**config.mk**
```make
export PLATFORM = sky130hd
export DESIGN_NAME = rdsr_ram
export DESIGN_NICKNAME = d
export VERILOG_FILES = /design/src/rtl/rdsr_ram.sv
export SDC_FILE = /design/constraint.sdc
export NUM_CORES = 1
export LEC_CHECK = 0
export BUFFER_PORTS_ARGS = -buffer_cell sky130_fd_sc_hd__buf_2
export CORE_UTILIZATION = 54
export CTS_BUF_LIST = sky130_fd_sc_hd__clkbuf_16
export CTS_CLUSTER_SIZE = 14
export DETAILED_ROUTE_END_ITERATION = 8
export PLACE_DENSITY_LB_ADDON = 0.25
export SYNTH_ARGS = -nofsm -noshare
export SYNTH_HDL_FRONTEND = slang
export SYNTH_SLANG_ARGS = --single-unit
```
**constraint.sdc**
```tcl
create_clock -name i_clk -period 1.65 [get_ports i_clk]
set_input_delay 0.165 -clock i_clk [delete_from_list [all_inputs] [get_ports i_clk]]
set_output_delay 0.165 -clock i_clk [all_outputs]
set_load 0.005 [all_outputs]
```
**src/rtl/rdsr_ram.sv**
```systemverilog
// generic simple dual port ram with registered read
module rdsr_ram #(
    parameter int WIDTH = 8,
    parameter int DEPTH = 16
) (
    input  logic                     i_clk,
    input  logic                     i_we,
    input  logic [$clog2(DEPTH)-1:0] i_waddr,
    input  logic [WIDTH-1:0]         i_wdata,
    input  logic                     i_re,
    input  logic [$clog2(DEPTH)-1:0] i_raddr,
    output logic [WIDTH-1:0]         o_rdata
);

    logic [WIDTH-1:0] r_mem [DEPTH];
    logic [WIDTH-1:0] r_rdata;

    always_ff @(posedge i_clk) begin
        if (i_we) begin
            r_mem[i_waddr] <= i_wdata;
        end
        if (i_re) begin
            r_rdata <= r_mem[i_raddr];
        end
    end

    assign o_rdata = r_rdata;

endmodule

```
==> key figures <==
Flow run
  • Maxcap violations: 0

STA
  • Worst setup margin: 114 ps
  • Max Fclk: 651 MHz
  • RSZ-0062 raised after global routing: false
  • Tmin final: 1540 ps
  • Relative max-transition margin: 75.2%
  • Setup violations, final: 0
  • Sum Neg Setup Slack: 0 ps
  • Fin. Hold Viols: 0
  • Period utilization: 93.1%
  • Worst slew pin tran: 372 ps
  • Fin Clk Skew: 5.10 ps
  • Final Max Tran Viols: 0

Power and ir drop
  • P per Cell Area: 1310 nW/µm²
  • Overall power: 0.00826 W
  • Static leakage: 2.15 nW
  • Maximum vdd ir drop: 0.000761 V

Floorplan
  • Die ar.: 10,100 µm²
  • I/O pin cnt: 27
  • Starting Density: 56.0%
  • Core area: 9330 µm²
  • Row count: 35
  • Die X: 100 µm
  • Die Y: 100 µm

Synthesis
  • Syn Nets: 248
  • Avg Inst Size Synth: 22.8 µm²
  • Yosys reg bits: 136
  • Distinct cells, synth: 18
  • Gate Count Post-Synth: 229
  • Post-synthesis sequential area ratio: 78.1%
  • Syn Std Cell Area: 5230 µm²
  • YS warnings: 0

CTS
  • CTS root buf: clkbuf_16
  • Inserted Clock Buffers: 17
  • Post-CTS Hold Buffers: 0
  • Clock-pin slew on the worst setup and hold paths: 60 ps
  • Worst-skew pair later-pin latency: 400 ps
  • CTS resizes: 0
  • TritonCTS clock tree: done
  • Clock tree buffer depth: 2
  • Clock sink total: 136
  • H-tree Lvls: 4
  • # Post-CTS Setup Buffers: 0

Worst setup path
  • Arrival @ worst endpoint: 1680 ps
  • Crit path required time: 1790 ps
  • Crit end category: register
  • CP Launch Point: r_mem[9][4]$_DFFE_PP_
  • Max incr delay on CP: 520 ps
  • Crit Path Category: reg2reg
  • CP max FO: 1
  • Cell at the slowest stage of the critical path: mux4_1
  • Buf/Inv on CP: 0
  • Worst R2R End: o_rdata[4]$_DFFE_PP_
  • Reg2Reg Depth: 3
  • R2r setup slk: 110 ps
  • Reg2reg start: r_mem[9][4]$_DFFE_PP_
  • CP startpoint kind: register
  • Crit path max-delay family: multiplexers
  • Worst-path cell chain: mux4_1 > a22oi_1 > nand2_1

Global route
  • First-pass GRT wire length: 14.8 mm
  • Gr ovfl total: 0
  • Largest net degree at the start of global routing: 33
  • Number of global-route vias before repair: 2,550
  • Total track usage: 21.6%
  • Initial antenna violation count: 0

Hold path
  • Hold/Removal Path Class: in2reg
  • HP Start: i_wdata[7]
  • Hold depth: 1
  • Hold EP: r_mem[15][7]$_DFFE_PP_

Place
  • Place WS: -79.2 ps
  • Final Wtd Congestion: 0.748
  • Area after DPL: 5650 µm²
  • Placed insts: 397
  • HPWL Detailed: 5.91 mm
  • # port buffers: 26

Routing
  • WL/cell: 22.1 µm
  • DR vias/cell: 5.75
  • Detailed Routing Iterations Pass 1: 5
  • Residual DRC: 0
  • Drt first-iter violations: 179
  • Routed vias: 2,459
  • DRT antenna net count: 0
  • Final wirelength: 9.48 mm

Finish
  • Number of fill cells: 581
  • Share of cells above drive strength 1: 32.1%
  • Ant. Diodes: 0
  • Area growth from synthesis to layout: 20.1%
  • Final instance area: 6280 µm²
  • Fin nets: 306
  • Finished Layout Cells: 428

Outcome
  • Status: finished clean
## synthesized netlist by cell type
cell,number,area [µm²]
buf_2,3,15.0
mux4_1,14,368
a22oi_1,16,120
buf_6,3,33.8
clkdlybuf4s25_2,3,30.0
nand2b_1,2,12.5
or3b_2,1,8.76
nor2_1,13,48.8
nor3_1,4,20.0
nand2_1,9,33.8
and2b_1,1,7.51
mux4_2,18,405
edfxtp_1,136,4080
and2_1,1,6.26
nor2b_1,1,6.26
nand3b_1,2,15.0
nand3_1,1,5.00
buf_4,1,7.51
## kinds of logic after synthesis
group / Yosys count / share of synthesized area, %
AND/OR/NAND/NOR: 35 / 3.14
AO/OA/AOI/OAI: 16 / 2.30
multiplexers: 32 / 14.8
flip-flops: 136 / 78.1
buffers and inverters: 10 / 1.65
## sequential cells by signal, indices dropped and copies added, names as in the netlist
signal / flops
r_mem: 128
o_rdata: 8
## final cells by class
cell class | instances | area [µm²] | area share [%]
clock buffer | 17 | 425 | 6.77
tap | 129 | 161 | 2.57
sequential | 136 | 4080 | 65.0
multi-input combinational | 83 | 1060 | 16.9
clock inverter | 14 | 206 | 3.29
timing repair buffer | 49 | 340 | 5.42
## worst max-delay path by stage
stage	end	slack, ps	cells past startpoint
3_3_place_gp	o_rdata[4]$_DFFE_PP_	-60	5
3_5_place_dp	o_rdata[4]$_DFFE_PP_	-80	6
2_1_floorplan	o_rdata[1]$_DFFE_PP_	200	5
5_1_grt	o_rdata[4]$_DFFE_PP_	60	3
4_1_cts	o_rdata[4]$_DFFE_PP_	110	3
6_report	o_rdata[4]$_DFFE_PP_	110	3
## per-stage QoR
| step | utilization, % | hold WS [ps] |
|---|---|---|
| floorplan | - | 264 |
| global placement | 60.6 | 552 |
| detailed placement | 60.6 | 555 |
| CTS | 67.3 | 127 |
| global route | 67.3 | 134 |
| finish | 67.3 | 139 |
## placed cells by master (no fill, tap or decap), drive strengths merged, types with 4 or more instances in the layout
master / instances
a22oi: 16
buf: 49
bufinv: 5
clkbuf: 17
clkinv: 5
edfxtp: 136
mux4: 32
nand2: 9
nor2: 13
nor3: 4
## routing by layer
metal,track usage (%),vias to the layer above,share of wire [%]
met1,28.8,1258,42
li1,-,1100,-
met4,9.81,0,1.9
met2,34.2,85,50
met5,0,-,0
met3,5.29,16,5.5
## report_power, final
part	internal, W	total, W	switching [W]
logic	0.000162	0.000360	0.000198
clock network	0.00266	0.00398	0.00132
registers	0.00389	0.00392	0.0000223
Power figures use the tool's default switching activity.
