==> config.mk <==
export PLATFORM = sky130hd
export DESIGN_NAME = rdsr_victim
export DESIGN_NICKNAME = d
export VERILOG_FILES = /design/src/rtl/rdsr_pkg.sv /design/src/rtl/rdsr_victim.sv
export SDC_FILE = /design/constraint.sdc
export NUM_CORES = 1
export LEC_CHECK = 0
export BUFFER_PORTS_ARGS = -buffer_cell sky130_fd_sc_hd__buf_2
export CELL_PAD_IN_SITES_DETAIL_PLACEMENT = 1
export CELL_PAD_IN_SITES_GLOBAL_PLACEMENT = 1
export CORE_ASPECT_RATIO = 0.8
export CORE_MARGIN = 3
export CORE_UTILIZATION = 22
export DETAILED_ROUTE_END_ITERATION = 6
export GPL_TIMING_DRIVEN = 0
export PLACE_DENSITY = 0.91
export SLEW_MARGIN = 20
export SYNTH_ARGS = -nofsm -noshare
export SYNTH_HDL_FRONTEND = slang
export SYNTH_SLANG_ARGS = --single-unit
==> constraint.sdc <==
create_clock -name vclk -period 4.3
set_input_delay 0.215 -clock vclk [all_inputs]
set_output_delay 0.215 -clock vclk [all_outputs]
set_load 0.02 [all_outputs]
==> src/rtl/rdsr_pkg.sv <==
// shared types, constants and helpers for the dead-block stream replacement block
package rdsr_pkg;

    localparam logic [1:0] CMD_VICTIM = 2'd0;
    localparam logic [1:0] CMD_UPDATE = 2'd1;
    localparam logic [1:0] CMD_TICK   = 2'd2;
    localparam logic [1:0] CMD_NONE   = 2'd3;

    localparam logic CFG_DECAY  = 1'b0;
    localparam logic CFG_STREAM = 1'b1;

    localparam logic [1:0]  RRIP_DISTANT = 2'd3;
    localparam logic [1:0]  RRIP_LONG    = 2'd2;
    localparam logic [1:0]  RRIP_NEAR    = 2'd0;
    localparam logic [1:0]  DEAD_LIVE    = 2'd3;
    localparam logic [1:0]  DEAD_FILL    = 2'd1;
    localparam logic [1:0]  REUSE_MAX    = 2'd3;
    localparam logic [1:0]  REUSE_HOT    = 2'd2;
    localparam logic [1:0]  REUSE_INIT   = 2'd1;
    localparam logic [2:0]  CONF_MAX     = 3'd7;
    localparam logic [9:0]  PSEL_MID     = 10'd512;
    localparam logic [9:0]  PSEL_MAX     = 10'd1023;
    localparam logic [22:0] DECAY_INIT   = 23'd5000000;
    localparam logic [2:0]  STREAM_INIT  = 3'd5;

    typedef struct packed {
        logic [1:0]  command;
        logic [10:0] set_index;
        logic [3:0]  way_index;
        logic [47:0] phys_addr;
        logic [47:0] prog_counter;
        logic        was_hit;
    } t_in_req;

    typedef struct packed {
        logic [3:0] victim_way;
        logic       victim_valid;
    } t_out_res;

    typedef struct packed {
        logic [1:0] rrip;
        logic [1:0] dead;
        logic [4:0] sig;
    } t_line;

    localparam int LINE_W = $bits(t_line);

    typedef struct packed {
        logic [47:0] prev_addr;
        logic [48:0] prev_stride;
        logic [2:0]  conf;
        logic        mode;
    } t_set;

    typedef enum logic [2:0] {
        ST_CLEAR,
        ST_IDLE,
        ST_MOD,
        ST_EXEC,
        ST_WR,
        ST_DECAY
    } t_state;

    function automatic logic [4:0] pc_hash(input logic [47:0] pc);
        logic [47:0] h;
        h = pc ^ (pc >> 7) ^ (pc >> 13);
        return h[4:0];
    endfunction

endpackage

==> src/rtl/rdsr_victim.sv <==
// victim choice over one set row, with ageing of the row when no line is distant
module rdsr_victim #(
    parameter int NUM_WAYS = 16
) (
    input  logic [NUM_WAYS*rdsr_pkg::LINE_W-1:0] i_row,
    input  logic                                 i_stream,
    output logic [$clog2(NUM_WAYS)-1:0]          o_way,
    output logic [NUM_WAYS*rdsr_pkg::LINE_W-1:0] o_row
);

    localparam int WW = $clog2(NUM_WAYS);
    localparam int LW = rdsr_pkg::LINE_W;

    rdsr_pkg::t_line  lines [NUM_WAYS];
    logic             found_dead;
    logic [WW-1:0]    dead_way;
    logic [WW-1:0]    top_way;
    logic [1:0]       top;
    logic [1:0]       add;
    logic [NUM_WAYS-1:0] is3, is2, is1;

    always_comb begin
        for (int w = 0; w < NUM_WAYS; w++) begin
            lines[w] = rdsr_pkg::t_line'(i_row[w*LW +: LW]);
            is3[w]   = (lines[w].rrip == 2'd3);
            is2[w]   = (lines[w].rrip == 2'd2);
            is1[w]   = (lines[w].rrip == 2'd1);
        end
        top = (|is3) ? 2'd3 : (|is2) ? 2'd2 : (|is1) ? 2'd1 : 2'd0;
        add = rdsr_pkg::RRIP_DISTANT - top;

        // first matching way wins, so scan downward
        found_dead = 1'b0;
        dead_way   = '0;
        top_way    = '0;
        for (int w = NUM_WAYS - 1; w >= 0; w--) begin
            if (lines[w].dead == 2'd0 && lines[w].rrip == rdsr_pkg::RRIP_DISTANT) begin
                found_dead = 1'b1;
                dead_way   = WW'(w);
            end
            if (lines[w].rrip == top) begin
                top_way = WW'(w);
            end
        end

        o_row = i_row;
        if (!i_stream && found_dead) begin
            o_way = dead_way;
        end else begin
            o_way = top_way;
            for (int w = 0; w < NUM_WAYS; w++) begin
                o_row[w*LW +: LW] = {2'(lines[w].rrip + add), lines[w].dead, lines[w].sig};
            end
        end
    end

endmodule

==> results.ini <==
[sta]
slew_violations=0
hold_slack_ns=0.6473
hold_viol=0
tightest_slew_ns=0.9947
worst_slack_ns=0.7271
fmaxAchievable_ghz=0.2799
relSlewSlack=0.3308
period_share=0.8309
post-route-min-period_ns=3.573
setup-violations-final=0
rsz0062_at_grt=false

[final_layout]
area_growth_pct=48.37
nNetsFinal=768
insertedDiodeCount=0
final_layout_size_suffix_gt1_frac=0.5745
regArea_sq_um=0
numSequentialCells=0
clock_buffers=0
fin_area_sq_um=3869

[logic_synthesis]
synth_top_area_frac=0.3253
synth_fa_ha_area_frac=0.08157
synth.area.top_cells=buf_4 33%, o21ai_0 8.4%, ha_1 8.2%, a22oi_1 5.5%, inv_1 4.8%
synth_cells=390
yosys-mux-area-fraction=0.01727
yosysMostFrequentCell=buf_4
synth_top_cell_by_area=buf_4
ys.warnings.count=0
yosysUniqueCellTypes=55
avgSynthCellArea_sq_um=6.686
synth_area_sq_um=2608
synth_top_family_by_area=buffers and inverters
yosys.area_share.simple=0.1891
synth_xor_area_frac=0
synth-compound-area-share=0.3177
yosys-top-cells-count=113 x buf_4, 44 x o21ai_0, 33 x inv_1
synth_seq_area_share=0
postSynthNetCount=552

[detailed_routing]
firstDrtPassIters=4
routed_wl_um=13270
routed_via_density=4.754
drtAntennaViolNets=0
drc=0
num_vias=3556
wl_per_cell_um=17.74
drtIter0Drc=127

[min_path]
min_path_type=primary input to output pin

[grt]
grt_pass1_wl_um=18580
grt_pass1_vias=3396
grt_use_total=0.1753
grt_max_degree=11
antenna_found_initial=0
overflow=0

[floorplanning]
core_sq_um=11230
die_w_um=127.7
start_util=0.2322
rows=34
io_pins=293
dieArea_sq_um=13200
die_h_um=103.4

[power_and_ir_drop]
peakVddDrop_mv=0.05700
p_sw_mw=0.3055
comb_power_share=1.000
powerDensity_nw_per_um2=134.7
switching_share=0.5863
power_frac_seq=0
clock_power_share=0
internal-power_mw=0.2155
p_leak_nw=2.270

[critical_path]
required_ns=4.09
worstSetupStartpointType=primary input
crit_arrival_ns=3.36
critPathMaxFanout=10
criticalPathCategory=primary input to output pin
critPathCaptureType=output pin

[placed_design]
post_dp_cell_area_sq_um=3869
placement.io_buffers=213
dpl.hpwl_um=11640
gp_congestion=0.9416
post-place-ws_ns=0.8671

[clocking]
cts_setup_buffers=0
ctsHoldBuffers=0
cts-resized-gates=0

[job]
maxCapViolCount=0

[status]
status=finished clean

[cell usage in the layout (no fill, tap or decap), drive strengths merged, types with 2 or more instances in the layout]
cell,count
o211ai,3
o22ai,7
nor2,7
nand3,3
or4,2
a31o,2
mux2,4
a211oi,2
ha,17
buf,331
a221oi,2
a21boi,2
and2,4
inv,34
nor3,10
o2111ai,5
nand2,25
a21oi,4
o21ai,47
a22oi,19
o31ai,3
nand2b,11
a21o,16
o21a,4
and3,2
clkbuf,7
nor2b,2
nand4,4
nor4,7
nor3b,2
[metrics by stage]
step	setup TNS (ns)	total power [mW]	util	cells
floorplan	0	0.3290	-	390
global placement	-2.096	0.5106	0.3431	747
detailed placement	0	0.5192	0.3445	748
CTS	0	0.5208	0.3445	748
global route	0	0.5581	0.3445	748
finish	0	0.5210	0.3445	748
[kinds of logic after synthesis]
group,after synthesis
compound gates,125
fa+ha+maj,17
buf+inv,158
mux,4
simple gates,86
[power groups by stage]
| stage | clock, mW | combinational (mW) | sequential [mW] |
|---|---|---|---|
| final | 0 | 0.521 | 0 |
| after global routing | 0 | 0.558 | 0 |
| after CTS | 0 | 0.521 | 0 |
| after global placement | 0 | 0.511 | 0 |
| after detailed placement | 0 | 0.519 | 0 |
| after floorplan | 0 | 0.329 | 0 |
[cell type report]
type                            count  area [sq um]
Multi-Input combinational cell    232          1583
Buffer                            124         900.9
Inverter                           34         127.6
Fill cell                        1492          7362
Timing Repair Buffer              214          1077
Tap cell                          144         180.2
[critical path: stages]
cell	delay, ns
buf_2	0.14
a22oi_1	0.27
o211ai_1	0.22
nor4_2	0.37
a21boi_2	0.46
buf_6	0.23
ha_1	0.27
inv_1	0.09
o22ai_1	0.09
a311o_1	0.38
a211oi_1	0.27
o21ai_0	0.16
buf_2	0.19
[per-layer routing]
metal / global-route usage / share of wire / vias up
met1: 0.2325 / 0.42 / 1658
met3: 0.03337 / 0.087 / 11
met2: 0.3101 / 0.49 / 174
met4: 0.01387 / 0.0070 / 0
met5: 0 / 0 / -
li1: - / - / 1713
[worst paths after layout]
| kind | from | end | slack, ns | cells past startpoint |
|---|---|---|---|---|
| worst max-delay path | i_row[89] | o_way[1] | 0.73 | 13 |
| worst min-delay path | i_row[103] | o_row[103] | 0.65 | 2 |
Note: power is estimated with default switching activity, not from simulation.
